===== src/rtl/atsw_pkg.sv =====
package atsw_pkg;

  localparam int unsigned MAX_SPAN    = 64;
  localparam int unsigned CNT_W       = $clog2(MAX_SPAN + 1);
  localparam int unsigned INT_BITS    = 16;
  localparam int unsigned WORD_BITS   = 32;
  localparam int unsigned ROW_W       = 12;
  localparam int unsigned COL_W       = 16;
  localparam int unsigned SHIFT_W     = 6;
  localparam int unsigned TEXEL_W     = WORD_BITS + 1;
  localparam int unsigned CFG_IDX_W   = 2;
  localparam int unsigned QUEUE_DEPTH = 2;
  localparam int unsigned QPTR_W      = $clog2(QUEUE_DEPTH);

  localparam logic [CFG_IDX_W-1:0] REG_U_SHIFT = 2'd0;
  localparam logic [CFG_IDX_W-1:0] REG_U_MASK  = 2'd1;
  localparam logic [CFG_IDX_W-1:0] REG_V_SHIFT = 2'd2;
  localparam logic [CFG_IDX_W-1:0] REG_V_MASK  = 2'd3;

  localparam logic [SHIFT_W-1:0]   U_SHIFT_RST = 6'd16;
  localparam logic [WORD_BITS-1:0] U_MASK_RST  = 32'h0000_00FF;
  localparam logic [SHIFT_W-1:0]   V_SHIFT_RST = 6'd8;
  localparam logic [WORD_BITS-1:0] V_MASK_RST  = 32'h0000_FF00;

  typedef struct packed {
    logic [SHIFT_W-1:0]   u_shift;
    logic [WORD_BITS-1:0] u_mask;
    logic [SHIFT_W-1:0]   v_shift;
    logic [WORD_BITS-1:0] v_mask;
  } cfg_t;

  typedef struct packed {
    logic [ROW_W-1:0]     row;
    logic [COL_W-1:0]     col;
    logic [WORD_BITS-1:0] u;
    logic [WORD_BITS-1:0] v;
    logic [WORD_BITS-1:0] du;
    logic [WORD_BITS-1:0] dv;
    logic [CNT_W-1:0]     n;
    logic                 clip;
  } span_desc_t;

  typedef enum logic [3:0] {
    S_IDLE = 4'b0001,
    S_MULU = 4'b0010,
    S_MULV = 4'b0100,
    S_PUSH = 4'b1000
  } front_state_e;

endpackage


===== src/rtl/atsw_if.sv =====
interface atsw_span_if;
  logic                           valid;
  logic                           ready;
  logic [atsw_pkg::WORD_BITS-1:0] edge_a_x;
  logic [atsw_pkg::WORD_BITS-1:0] edge_a_u;
  logic [atsw_pkg::WORD_BITS-1:0] edge_a_v;
  logic [atsw_pkg::WORD_BITS-1:0] edge_b_x;
  logic [atsw_pkg::WORD_BITS-1:0] edge_b_u;
  logic [atsw_pkg::WORD_BITS-1:0] edge_b_v;
  logic [atsw_pkg::ROW_W-1:0]     row;
  logic signed [atsw_pkg::WORD_BITS-1:0] recip;

  modport source (output valid, edge_a_x, edge_a_u, edge_a_v, edge_b_x, edge_b_u, edge_b_v,
                  row, recip, input ready);
  modport sink (input valid, edge_a_x, edge_a_u, edge_a_v, edge_b_x, edge_b_u, edge_b_v,
                row, recip, output ready);
endinterface

interface atsw_pixel_if;
  logic                         valid;
  logic                         ready;
  logic [atsw_pkg::ROW_W-1:0]   out_row;
  logic [atsw_pkg::COL_W-1:0]   column;
  logic [atsw_pkg::TEXEL_W-1:0] texel_index;
  logic                         last;
  logic                         clipped;

  modport source (output valid, out_row, column, texel_index, last, clipped, input ready);
  modport sink (input valid, out_row, column, texel_index, last, clipped, output ready);
endinterface


===== src/rtl/atsw_front.sv =====
module atsw_front (
  input  logic                 clk_i,
  input  logic                 rst_ni,
  atsw_span_if.sink            span_in,
  output logic                 push_o,
  input  logic                 full_i,
  output atsw_pkg::span_desc_t desc_o
);

  atsw_pkg::front_state_e state_q, state_d;

  logic [atsw_pkg::WORD_BITS-1:0] diff_u_q, diff_v_q, recip_q;
  logic [atsw_pkg::WORD_BITS-1:0] mul_a;
  logic signed [2*atsw_pkg::WORD_BITS-1:0] prod;
  atsw_pkg::span_desc_t desc_q;

  logic                           a_first, accept;
  logic [atsw_pkg::WORD_BITS-1:0] sx, ex, su, eu, sv, ev;
  logic [atsw_pkg::COL_W-1:0]     count;
  logic                           clip;

  assign span_in.ready = (state_q == atsw_pkg::S_IDLE);
  assign accept        = span_in.valid && span_in.ready;

  always_comb begin
    a_first = span_in.edge_a_x < span_in.edge_b_x;
    sx = a_first ? span_in.edge_a_x : span_in.edge_b_x;
    su = a_first ? span_in.edge_a_u : span_in.edge_b_u;
    sv = a_first ? span_in.edge_a_v : span_in.edge_b_v;
    ex = a_first ? span_in.edge_b_x : span_in.edge_a_x;
    eu = a_first ? span_in.edge_b_u : span_in.edge_a_u;
    ev = a_first ? span_in.edge_b_v : span_in.edge_a_v;
    count = ex[atsw_pkg::WORD_BITS-1:atsw_pkg::INT_BITS]
          - sx[atsw_pkg::WORD_BITS-1:atsw_pkg::INT_BITS];
    clip = count > atsw_pkg::COL_W'(atsw_pkg::MAX_SPAN);
  end

  assign mul_a = (state_q == atsw_pkg::S_MULU) ? diff_u_q : diff_v_q;
  assign prod  = $signed(mul_a) * $signed(recip_q);

  always_comb begin
    state_d = state_q;
    case (state_q)
      atsw_pkg::S_IDLE: begin
        if (accept && (count != '0)) begin
          state_d = atsw_pkg::S_MULU;
        end
      end
      atsw_pkg::S_MULU: state_d = atsw_pkg::S_MULV;
      atsw_pkg::S_MULV: state_d = atsw_pkg::S_PUSH;
      atsw_pkg::S_PUSH: begin
        if (!full_i) begin
          state_d = atsw_pkg::S_IDLE;
        end
      end
      default: state_d = atsw_pkg::S_IDLE;
    endcase
  end

  always_ff @(posedge clk_i or negedge rst_ni) begin
    if (!rst_ni) begin
      state_q <= atsw_pkg::S_IDLE;
    end else begin
      state_q <= state_d;
    end
  end

  always_ff @(posedge clk_i) begin
    if (accept) begin
      desc_q.row  <= span_in.row;
      desc_q.col  <= sx[atsw_pkg::WORD_BITS-1:atsw_pkg::INT_BITS];
      desc_q.u    <= su;
      desc_q.v    <= sv;
      desc_q.clip <= clip;
      desc_q.n    <= clip ? atsw_pkg::CNT_W'(atsw_pkg::MAX_SPAN) : count[atsw_pkg::CNT_W-1:0];
      diff_u_q    <= eu - su;
      diff_v_q    <= ev - sv;
      recip_q     <= span_in.recip;
    end
    if (state_q == atsw_pkg::S_MULU) begin
      desc_q.du <= prod[2*atsw_pkg::WORD_BITS-1:atsw_pkg::WORD_BITS];
    end
    if (state_q == atsw_pkg::S_MULV) begin
      desc_q.dv <= prod[2*atsw_pkg::WORD_BITS-1:atsw_pkg::WORD_BITS];
    end
  end

  assign push_o = (state_q == atsw_pkg::S_PUSH) && !full_i;
  assign desc_o = desc_q;

endmodule


===== src/rtl/atsw_queue.sv =====
module atsw_queue (
  input  logic                 clk_i,
  input  logic                 rst_ni,
  input  logic                 push_i,
  input  atsw_pkg::span_desc_t desc_i,
  output logic                 full_o,
  input  logic                 pop_i,
  output logic                 valid_o,
  output atsw_pkg::span_desc_t desc_o
);

  atsw_pkg::span_desc_t mem_q [atsw_pkg::QUEUE_DEPTH];
  logic [atsw_pkg::QPTR_W-1:0] wptr_q, rptr_q;
  logic [atsw_pkg::QPTR_W:0]   cnt_q;

  assign full_o  = cnt_q == (atsw_pkg::QPTR_W + 1)'(atsw_pkg::QUEUE_DEPTH);
  assign valid_o = cnt_q != '0;
  assign desc_o  = mem_q[rptr_q];

  always_ff @(posedge clk_i) begin
    if (push_i) begin
      mem_q[wptr_q] <= desc_i;
    end
  end

  always_ff @(posedge clk_i or negedge rst_ni) begin
    if (!rst_ni) begin
      wptr_q <= '0;
      rptr_q <= '0;
      cnt_q  <= '0;
    end else begin
      if (push_i) begin
        wptr_q <= wptr_q + 1'b1;
      end
      if (pop_i) begin
        rptr_q <= rptr_q + 1'b1;
      end
      if (push_i && !pop_i) begin
        cnt_q <= cnt_q + 1'b1;
      end else if (pop_i && !push_i) begin
        cnt_q <= cnt_q - 1'b1;
      end
    end
  end

endmodule


===== src/rtl/atsw_back.sv =====
module atsw_back (
  input  logic                 clk_i,
  input  logic                 rst_ni,
  input  atsw_pkg::cfg_t       cfg_i,
  input  logic                 valid_i,
  input  atsw_pkg::span_desc_t desc_i,
  output logic                 pop_o,
  atsw_pixel_if.source         pix_out
);

  logic                           busy_q;
  logic [atsw_pkg::ROW_W-1:0]     row_q;
  logic [atsw_pkg::COL_W-1:0]     col_q;
  logic [atsw_pkg::WORD_BITS-1:0] u_q, v_q, du_q, dv_q;
  logic [atsw_pkg::CNT_W-1:0]     rem_q;
  logic                           clip_q;

  logic                           ov_q;
  logic [atsw_pkg::ROW_W-1:0]     o_row_q;
  logic [atsw_pkg::COL_W-1:0]     o_col_q;
  logic [atsw_pkg::TEXEL_W-1:0]   o_texel_q;
  logic                           o_last_q, o_clip_q;

  logic                           emit, last_pix, load;
  logic [atsw_pkg::WORD_BITS-1:0] tu, tv;

  assign emit     = busy_q && (!ov_q || pix_out.ready);
  assign last_pix = rem_q == atsw_pkg::CNT_W'(1);
  assign load     = valid_i && (!busy_q || (emit && last_pix));
  assign pop_o    = load;

  assign tu = (cfg_i.u_shift[atsw_pkg::SHIFT_W-1] ? '0 : (u_q >> cfg_i.u_shift[4:0]))
            & cfg_i.u_mask;
  assign tv = (cfg_i.v_shift[atsw_pkg::SHIFT_W-1] ? '0 : (v_q >> cfg_i.v_shift[4:0]))
            & cfg_i.v_mask;

  always_ff @(posedge clk_i or negedge rst_ni) begin
    if (!rst_ni) begin
      busy_q <= 1'b0;
      ov_q   <= 1'b0;
    end else begin
      if (load) begin
        busy_q <= 1'b1;
      end else if (emit && last_pix) begin
        busy_q <= 1'b0;
      end
      if (emit) begin
        ov_q <= 1'b1;
      end else if (pix_out.ready) begin
        ov_q <= 1'b0;
      end
    end
  end

  always_ff @(posedge clk_i) begin
    if (load) begin
      row_q  <= desc_i.row;
      col_q  <= desc_i.col;
      u_q    <= desc_i.u;
      v_q    <= desc_i.v;
      du_q   <= desc_i.du;
      dv_q   <= desc_i.dv;
      rem_q  <= desc_i.n;
      clip_q <= desc_i.clip;
    end else if (emit) begin
      col_q <= col_q + 1'b1;
      u_q   <= u_q + du_q;
      v_q   <= v_q + dv_q;
      rem_q <= rem_q - 1'b1;
    end
    if (emit) begin
      o_row_q   <= row_q;
      o_col_q   <= col_q;
      o_texel_q <= {1'b0, tu} + {1'b0, tv};
      o_last_q  <= last_pix;
      o_clip_q  <= clip_q;
    end
  end

  assign pix_out.valid       = ov_q;
  assign pix_out.out_row     = o_row_q;
  assign pix_out.column      = o_col_q;
  assign pix_out.texel_index = o_texel_q;
  assign pix_out.last        = o_last_q;
  assign pix_out.clipped     = o_clip_q;

endmodule


===== src/rtl/affine_texture_span_walker.sv =====
// Flow: an accepted span passes through the S_MULU, S_MULV and S_PUSH states into the span
// queue; the back end then loads it and registers its first pixel on the output.
// Throughput: the front end takes no new span until the current one is pushed (one signed
// 32x32 multiplier computes du and dv in turn) and S_PUSH waits while the queue is full; the
// walker emits one pixel per cycle unless the output stalls; empty spans never reach the queue.
// Reset: asynchronous, active low; config registers take their defaults and the queue empties.
module affine_texture_span_walker (
  input  logic                                clk_i,
  input  logic                                rst_ni,
  atsw_span_if.sink                           span_in,
  atsw_pixel_if.source                        pix_out,
  input  logic                                cfg_we_i,
  input  logic [atsw_pkg::CFG_IDX_W-1:0]      cfg_idx_i,
  input  logic [atsw_pkg::WORD_BITS-1:0]      cfg_data_i
);

  atsw_pkg::cfg_t       cfg_q;
  atsw_pkg::span_desc_t front_desc, queue_desc;
  logic                 push, full, pop, q_valid;

  always_ff @(posedge clk_i or negedge rst_ni) begin
    if (!rst_ni) begin
      cfg_q.u_shift <= atsw_pkg::U_SHIFT_RST;
      cfg_q.u_mask  <= atsw_pkg::U_MASK_RST;
      cfg_q.v_shift <= atsw_pkg::V_SHIFT_RST;
      cfg_q.v_mask  <= atsw_pkg::V_MASK_RST;
    end else if (cfg_we_i) begin
      case (cfg_idx_i)
        atsw_pkg::REG_U_SHIFT: cfg_q.u_shift <= cfg_data_i[atsw_pkg::SHIFT_W-1:0];
        atsw_pkg::REG_U_MASK:  cfg_q.u_mask  <= cfg_data_i;
        atsw_pkg::REG_V_SHIFT: cfg_q.v_shift <= cfg_data_i[atsw_pkg::SHIFT_W-1:0];
        atsw_pkg::REG_V_MASK:  cfg_q.v_mask  <= cfg_data_i;
        default: ;
      endcase
    end
  end

  atsw_front u_front (
    .clk_i   (clk_i),
    .rst_ni  (rst_ni),
    .span_in (span_in),
    .push_o  (push),
    .full_i  (full),
    .desc_o  (front_desc)
  );

  atsw_queue u_queue (
    .clk_i   (clk_i),
    .rst_ni  (rst_ni),
    .push_i  (push),
    .desc_i  (front_desc),
    .full_o  (full),
    .pop_i   (pop),
    .valid_o (q_valid),
    .desc_o  (queue_desc)
  );

  atsw_back u_back (
    .clk_i   (clk_i),
    .rst_ni  (rst_ni),
    .cfg_i   (cfg_q),
    .valid_i (q_valid),
    .desc_i  (queue_desc),
    .pop_o   (pop),
    .pix_out (pix_out)
  );

endmodule


===== src/flat_wrapper.sv =====
// flat-port wrapper written by rule: the top's interface ports become plain ports
module affine_texture_span_walker_flat 
  (clk_i, rst_ni, cfg_we_i, cfg_idx_i, cfg_data_i, span_in_valid, span_in_edge_a_x, span_in_edge_a_u, span_in_edge_a_v, span_in_edge_b_x, span_in_edge_b_u, span_in_edge_b_v, span_in_row, span_in_recip, span_in_ready, pix_out_valid, pix_out_out_row, pix_out_column, pix_out_texel_index, pix_out_last, pix_out_clipped, pix_out_ready);
  atsw_span_if span_in_i ();
  atsw_pixel_if pix_out_i ();
  input  logic clk_i;
  input  logic rst_ni;
  input  logic cfg_we_i;
  input  logic [atsw_pkg::CFG_IDX_W-1:0] cfg_idx_i;
  input  logic [atsw_pkg::WORD_BITS-1:0] cfg_data_i;
  input wire logic [$bits(span_in_i.valid)-1:0] span_in_valid;
  input wire logic [$bits(span_in_i.edge_a_x)-1:0] span_in_edge_a_x;
  input wire logic [$bits(span_in_i.edge_a_u)-1:0] span_in_edge_a_u;
  input wire logic [$bits(span_in_i.edge_a_v)-1:0] span_in_edge_a_v;
  input wire logic [$bits(span_in_i.edge_b_x)-1:0] span_in_edge_b_x;
  input wire logic [$bits(span_in_i.edge_b_u)-1:0] span_in_edge_b_u;
  input wire logic [$bits(span_in_i.edge_b_v)-1:0] span_in_edge_b_v;
  input wire logic [$bits(span_in_i.row)-1:0] span_in_row;
  input wire logic [$bits(span_in_i.recip)-1:0] span_in_recip;
  output wire logic [$bits(span_in_i.ready)-1:0] span_in_ready;
  output wire logic [$bits(pix_out_i.valid)-1:0] pix_out_valid;
  output wire logic [$bits(pix_out_i.out_row)-1:0] pix_out_out_row;
  output wire logic [$bits(pix_out_i.column)-1:0] pix_out_column;
  output wire logic [$bits(pix_out_i.texel_index)-1:0] pix_out_texel_index;
  output wire logic [$bits(pix_out_i.last)-1:0] pix_out_last;
  output wire logic [$bits(pix_out_i.clipped)-1:0] pix_out_clipped;
  input wire logic [$bits(pix_out_i.ready)-1:0] pix_out_ready;
  assign span_in_i.valid = span_in_valid;
  assign span_in_i.edge_a_x = span_in_edge_a_x;
  assign span_in_i.edge_a_u = span_in_edge_a_u;
  assign span_in_i.edge_a_v = span_in_edge_a_v;
  assign span_in_i.edge_b_x = span_in_edge_b_x;
  assign span_in_i.edge_b_u = span_in_edge_b_u;
  assign span_in_i.edge_b_v = span_in_edge_b_v;
  assign span_in_i.row = span_in_row;
  assign span_in_i.recip = span_in_recip;
  assign span_in_ready = span_in_i.ready;
  assign pix_out_valid = pix_out_i.valid;
  assign pix_out_out_row = pix_out_i.out_row;
  assign pix_out_column = pix_out_i.column;
  assign pix_out_texel_index = pix_out_i.texel_index;
  assign pix_out_last = pix_out_i.last;
  assign pix_out_clipped = pix_out_i.clipped;
  assign pix_out_i.ready = pix_out_ready;
  affine_texture_span_walker u_core (.clk_i(clk_i), .rst_ni(rst_ni), .span_in(span_in_i), .pix_out(pix_out_i), .cfg_we_i(cfg_we_i), .cfg_idx_i(cfg_idx_i), .cfg_data_i(cfg_data_i));
endmodule

===== config.mk =====
export PLATFORM = sky130hd
export DESIGN_NAME = affine_texture_span_walker_flat
export DESIGN_NICKNAME = d
export VERILOG_FILES = /design/src/rtl/atsw_pkg.sv /design/src/rtl/atsw_if.sv /design/src/rtl/atsw_front.sv /design/src/rtl/atsw_queue.sv /design/src/rtl/atsw_back.sv /design/src/rtl/affine_texture_span_walker.sv /design/src/flat_wrapper.sv
export SDC_FILE = /design/constraint.sdc
export NUM_CORES = 2
export LEC_CHECK = 0
export ABC_AREA = 1
export BUFFER_PORTS_ARGS = -buffer_cell sky130_fd_sc_hd__buf_4
export CAP_MARGIN = 20
export CORE_UTILIZATION = 30
export DETAILED_ROUTE_END_ITERATION = 12
export GPL_ROUTABILITY_DRIVEN = 0
export PLACE_DENSITY_LB_ADDON = 0.08
export SYNTH_ARGS = -nofsm -noshare
export SYNTH_HDL_FRONTEND = slang
export SYNTH_SLANG_ARGS = --single-unit

===== constraint.sdc =====
create_clock -name clk_i -period 17.2 [get_ports clk_i]
set_input_delay 1.72 -clock clk_i [delete_from_list [all_inputs] [get_ports clk_i]]
set_output_delay 1.72 -clock clk_i [all_outputs]
set_load 0.02 [all_outputs]

Yosys cells after proc, flatten, opt, wreduce, memory -nomap -nowiden
Memories as Yosys holds them, arrays and structs flattened. Cells that the tools add are included.

$add $sub $neg: 12. Multipliers: 1. Order comparisons: 2. Equality and inequality tests: 11. Shift operators: 2. Mux-type cells: 28. Bitwise operators: 2. Reductions and logical operators: 27.

Operators with widths (count): $mux 32 (13); $add 32x32->32 (2); $and 32x32->32 (2); $mul 32x32->64 (1); $shr 32x5->32 (2); $sub 32x32->32 (2); $add 32x32->33 (1); $lt 32x32->1 (1); $mux 16 (2); $add 16x1->16 const B (1); $gt 16x7->1 const B (1); $pmux 4 s4 (1); $reduce_bool 16->1 (1); $sub 16x16->16 (1); $mux 7 (2); $reduce_and 2->1 (5); $reduce_bool 2->1 (5); $logic_and 1x1->1 (8); $mux 4 (2); $eq 7x1->1 const B (1); $sub 7x1->7 const B (1); $eq 2x2->1 const B (3); $mux 1 (6); $logic_not 1->1 (5); other kinds (13) (16).

Bits in registers: 573. Memory bits (writable): 328. Input bits: 275. Output and inout bits: 65. Word-level logic and storage cells: 120. Memories: 1.

Memories: u_core.u_queue.mem_q (depth 2, width 164, read ports 1, clocked after Yosys merged registers in 0, write ports 1, RTL line atsw_queue.sv:12) `atsw_pkg::span_desc_t mem_q [atsw_pkg::QUEUE_DEPTH];`.

Logic depth before layout (Yosys ltp)
Depth in word-level cells: 9. Depth in mapped cells: 41. Mapped depth without buffers: 39.

By module
From an unflattened synthesis, not the netlist that was laid out.

Cells, all modules: 9361. Area, all modules: 84096.9 µm².

By module, submodules not included: atsw_front (instances 1, cells an instance 5727, area each 50180.6 µm², seq. area each 7908.8 µm²); atsw_back (instances 1, cells an instance 2758, area each 18677.9 µm², seq. area each 6866.6 µm²); atsw_queue (instances 1, cells an instance 535, area each 12099.1 µm², seq. area each 9949.5 µm²); affine_texture_span_walker (instances 1, cells an instance 341, area each 3139.3 µm², seq. area each 1924.3 µm²).

Worst setup path after synthesis
OpenSTA, ideal clock, no wires.

Path kind: input to register. Start point: input span_in_valid. End point: register u_core.u_front.desc_q, in the netlist u_core.u_front.desc_o[0] (enable). Library setup time: 757 ps. Arrival: 9840 ps. Required time: 16443 ps. Setup slack: 6603 ps. Cell stages on the path: 2. Path buffers: 0. Cells stage by stage: inv_1 > nor2_1.

Longest elaborated chain between the ends: 1.

Ends and longest elaborated chain: start: declaration (RTL line flat_wrapper.sv:11) `input wire logic [$bits(span_in_i.valid)-1:0] span_in_valid;`; $logic_and 1x1->1 (RTL line atsw_front.sv:23) `assign accept = span_in.valid && span_in.ready;`; via u_core.u_front.accept (RTL line atsw_front.sv:17) `logic a_first, accept;`; end: declaration (RTL line atsw_front.sv:15) `atsw_pkg::span_desc_t desc_q;`.

The timed path passes the listed nets, and every way through them passes these cells. A chain may end at the register's enable or synchronous reset.

Final worst setup path
Start point: register u_core.u_front.state_q[3]. End point: register u_core.u_front.desc_q, in the netlist u_core.u_front.desc_o[37], data pin.

Longest elaborated chain between the ends: 3.

Ends and longest elaborated chain: start: declaration (RTL line atsw_front.sv:10) `atsw_pkg::front_state_e state_q, state_d;`; start signal: assignment (RTL line atsw_front.sv:62) `state_q <= atsw_pkg::S_IDLE;`; start signal: assignment (RTL line atsw_front.sv:64) `state_q <= state_d;`; $eq 4x2->1 (RTL line atsw_front.sv:38) `assign mul_a = (state_q == atsw_pkg::S_MULU) ? diff_u_q : diff_v_q;`; $mux 32 (RTL line atsw_front.sv:38); $mul 32x32->64 (RTL line atsw_front.sv:39) `assign prod = $signed(mul_a) * $signed(recip_q);`; via u_core.u_front.prod (one bit) (RTL line atsw_front.sv:14) `logic signed [2*atsw_pkg::WORD_BITS-1:0] prod;`.

The timed path passes the listed nets, and every way through them passes these cells.

==> metrics.log <==
INFO  metric cp_data_required_time = about 18 ns
INFO  metric holdPathEnd = u_core.u_queue.mem_q[1][19]
INFO  metric final-hold-violation-count = 0
INFO  metric grt_start_max_net_pins = approximately 110
INFO  metric cts_resized = 0
INFO  metric crit_path_end_kind = flop
INFO  metric crit_path_max_fanout = 38
INFO  metric root_buffer = sky130_fd_sc_hd__clkbuf_16
INFO  metric grt_setup_unrepaired = no
INFO  metric row_count = 190
INFO  metric min-delay-start = u_core.u_front.desc_o[19]
INFO  metric worst_slew_pin_slew = 1.08 ns
INFO  metric highest_achievable_clock_rate = ~100 MHz
INFO  metric drt.antenna.violating_nets = 0
INFO  metric r2r_setup_slack = around 7.2 ns
INFO  metric r2r.worst_path.cells = 30
INFO  metric max_stage_delay_cell_worst_path = sky130_fd_sc_hd__inv_1
INFO  metric critical_path.max_stage_delay = 0.69 ns
INFO  metric routed-wl-met2 = roughly 140000 um
INFO  metric postSynth.asyncResetShare = a little under a tenth
INFO  metric wl_per_cell = between 20 and 25 um
INFO  metric timing.final.max_slew_violations = 0
INFO  metric dieWidth = 521 um
INFO  metric critical_path_arrival = between 10 and 15 ns
INFO  metric cts_hold_repair.buffers = 0
INFO  metric grt_pass1_vias = ~63000
INFO  metric max_cap_viol_count = 0
INFO  metric avgSynthCellArea = between 9 and 10 um^2
INFO  metric numCtsBuffers = 108
INFO  metric layout_nets = between 10000 and 15000
INFO  metric gr-usage-all-layers = between 20 and 25%
INFO  metric clkSinkCount = approximately 900
INFO  metric total_setup_violations_reported_at_the_end_of_the_flow = 0
INFO  metric drt-met1-wl = 133000 um
INFO  metric mappedNetlistArea = 80800 um^2
INFO  metric tritoncts = built
INFO  metric total_iterations_of_the_first_detailed_routing_run = 5
INFO  metric yosysSeqAreaShare = between 30% and 40%
INFO  metric min_path_cells = 0
INFO  metric grt_remaining_overflow = 0
INFO  metric synth_cell_types = 65
INFO  metric clk_path_buf_depth = 3
INFO  metric grt_pass1_wl = between 400000 and 500000 um
INFO  metric syn_nets = roughly 10000
INFO  metric synth-main-ff-cell = sky130_fd_sc_hd__edfxtp_1
INFO  metric slew-limit-headroom = 27.9%
INFO  metric floorplan.core_area = approximately 270000 um^2
INFO  metric drt_iter0_drc = roughly 4400
INFO  metric regToRegEndpoint = u_core.u_front.desc_o[37]
INFO  metric post_synth_inst_count = roughly 9000
INFO  metric topRoutingLayerUsed = met4
INFO  metric number_of_post_cts_setup_repair_buffers = 0
INFO  metric vias = 60600
INFO  metric reg2reg_from = u_core.u_front.state_q[3]
INFO  metric clk-insertion-delay-late = about 0.75 ns
INFO  metric critical_path.startpoint = u_core.u_front.state_q[3]
INFO  metric setup_total_neg_slack = 0 ns
INFO  metric detail_route.wirelength = roughly 300000 um
INFO  metric status = complete, no violations
INFO  metric timing.setup.critical_path_class = reg -> reg
INFO  metric floorplan.die.height = around 520 um
INFO  metric ys_seq_elements = ~900
INFO  metric final.fill_count = roughly 28000
INFO  metric post-dp-hpwl = 238000 um
INFO  metric crit_path_start_kind = flop
INFO  metric synth_enable_flop_cells = slightly above 800
INFO  metric drive_gt1_share = under 10%
INFO  metric floorplan.initialDensity = about 30%
INFO  metric cpMostUsedCell = sky130_fd_sc_hd__fa_1
INFO  metric yosys_warnings = 0
INFO  metric synthToLayoutAreaGrowth = 13.0%
INFO  metric final_period_demand_of_the_worst_path = between 9 and 10 ns
INFO  metric remaining_drc_errors = 0
INFO  metric io-pin-count = 340
INFO  metric clkTransAtPathRegs = 0.06 ns
INFO  metric vias_per_inst = approximately 4.8
INFO  metric hold_path_class = reg -> reg
INFO  metric ctsHtreeMaxLevel = 3
INFO  metric die_area = 271000 um^2
INFO  metric port_buffers = 339
INFO  metric finClkSkew = about 0.072 ns
INFO  metric detail_route_met3_wl = roughly 15000 um
INFO  metric grt_antenna_before_repair = 6
INFO  metric timing.final.crit_share = around 58%
==> flip-flops by register name, summed over array words and instances, names as in the netlist, 2 cells and up <==
| register | cells |
|---|---|
| u_core.u_back.v_q | 32 |
| u_core.u_front.recip_q | 32 |
| u_core.u_back.pix_out.out_row | 12 |
| u_core.cfg_q | 76 |
| u_core.u_front.diff_u_q | 32 |
| u_core.u_queue.cnt_q | 2 |
| u_core.u_back.pix_out.column | 16 |
| u_core.u_back.col_q | 16 |
| u_core.u_back.rem_q | 7 |
| u_core.u_back.pix_out.texel_index | 33 |
| u_core.u_back.dv_q | 32 |
| u_core.u_back.du_q | 32 |
| u_core.u_back.row_q | 12 |
| u_core.u_front.state_q | 4 |
| u_core.u_front.diff_v_q | 32 |
| u_core.u_back.u_q | 32 |
| u_core.u_front.desc_o | 164 |
| u_core.u_queue.mem_q | 328 |
==> worst max-delay path, delay by kind of cell, from the launching register on <==
family          cells  cell delay (ns)
flops               1             0.41
fa+ha+maj           9             4.58
compound gates      8             1.72
buf+inv             7             1.89
simple gates        5             0.85
xor+xnor            1             0.18
==> layout by cell type (no fill, tap or decap), types with 57 or more instances in the layout <==
cell type / synthesis / layout
sky130_fd_sc_hd__o21ai_0: 444 / 438
sky130_fd_sc_hd__dfrtp_1: 67 / 66
sky130_fd_sc_hd__nand3_1: 186 / 184
sky130_fd_sc_hd__nor2_1: 886 / 883
sky130_fd_sc_hd__or2_2: 57 / 57
sky130_fd_sc_hd__a21oi_1: 357 / 357
sky130_fd_sc_hd__edfxtp_1: 815 / 815
sky130_fd_sc_hd__xnor2_1: 85 / 85
sky130_fd_sc_hd__ha_1: 312 / 312
sky130_fd_sc_hd__inv_1: 1485 / 1481
sky130_fd_sc_hd__nand2_1: 1957 / 1956
sky130_fd_sc_hd__and2_1: 57 / 57
sky130_fd_sc_hd__buf_4: 5 / 469
sky130_fd_sc_hd__clkbuf_16: 0 / 109
sky130_fd_sc_hd__fa_1: 1084 / 1084
sky130_fd_sc_hd__xor2_1: 160 / 160
==> cell families (layout without fill, tap and decap cells) <==
group                    after synthesis  count (layout)  synth area share (%)
flip-flops                           901             901                  33.0
AO/OA/AOI/OAI                       1076            1076                  7.37
multiplexers                           9               9                 0.112
adder cells (fa/ha/maj)             1396            1396                  31.7
buffers and inverters               1819            2178                  8.56
AND/OR/NAND/NOR                     3306            3306                  16.6
XOR/XNOR                             245             245                  2.66
other                                  0               4                     0
==> per-stage QoR <==
step | instances | worst slack, ns | utilization [%] | hold slack [ns] | cell area [um^2]
6_report | 12700 | 7.23 | 34.0 | 0.396 | 91200
5_1_grt | 12700 | 6.79 | 34.0 | 0.392 | 91200
4_1_cts | 12700 | 7.12 | 34.0 | 0.383 | 91200
3_5_place_dp | 12500 | 7.15 | 32.7 | 0.405 | 87700
3_3_place_gp | 12500 | 7.20 | 32.7 | 0.401 | 87700
2_1_floorplan | 8752 | 6.60 | - | 0.400 | 80800
==> layout make-up <==
type,instances,area (um^2),share of cell area [%]
tap,3552,4440,4.87
inverter,1510,5680,6.23
antenna,4,10.0,0.0110
multi-input combinational,6032,47400,51.9
clock inverter,62,664,0.728
timing repair buffer,471,3560,3.90
clock buffer,135,2850,3.12
sequential,901,26700,29.2
==> cell usage after synthesis (all sizes together), types with 18 or more instances <==
library cell,number,share of area [%]
nor3,26,0.16
a21o,52,0.48
nand3,190,1.2
clkbuf,275,1.3
fa,1084,27
o21bai,18,0.17
nand4,44,0.34
dfrtp,67,2.1
a31oi,46,0.36
and2,57,0.44
xor2,160,1.7
nor2,890,4.2
clkinv,18,0.084
nor4,21,0.17
edfxtp,815,30
o21ai,493,3.1
ha,312,4.8
nand2,1964,9.2
nand3b,19,0.19
buf,34,0.26
a21oi,360,2.3
or2,63,0.49
xnor2,85,0.92
o211ai,25,0.23
inv,1492,6.9
dfstp,19,0.62
nor3b,30,0.28
==> how the worst max path moves through the flow <==
stage	slack, ns	cells after the start	endpoint
4_1_cts	7.12	30	u_core.u_front.desc_o[37]
6_report	7.23	30	u_core.u_front.desc_o[37]
5_1_grt	6.79	30	u_core.u_front.desc_o[37]
3_3_place_gp	7.20	30	u_core.u_front.desc_o[37]
2_1_floorplan	6.60	2	u_core.u_front.desc_o[0]
3_5_place_dp	7.15	30	u_core.u_front.desc_o[37]
==> metal layers <==
| metal | up-vias | global-route usage (%) |
|---|---|---|
| met5 | - | 0 |
| met4 | 0 | 6.63 |
| met3 | 359 | 2.81 |
| met2 | 1629 | 36.8 |
| met1 | 30700 | 29.6 |
| li1 | 28000 | - |
Power is left out: the tool's default activity adds up to more than one toggle a clock period on the data nets, which glitch-free logic cannot reach.
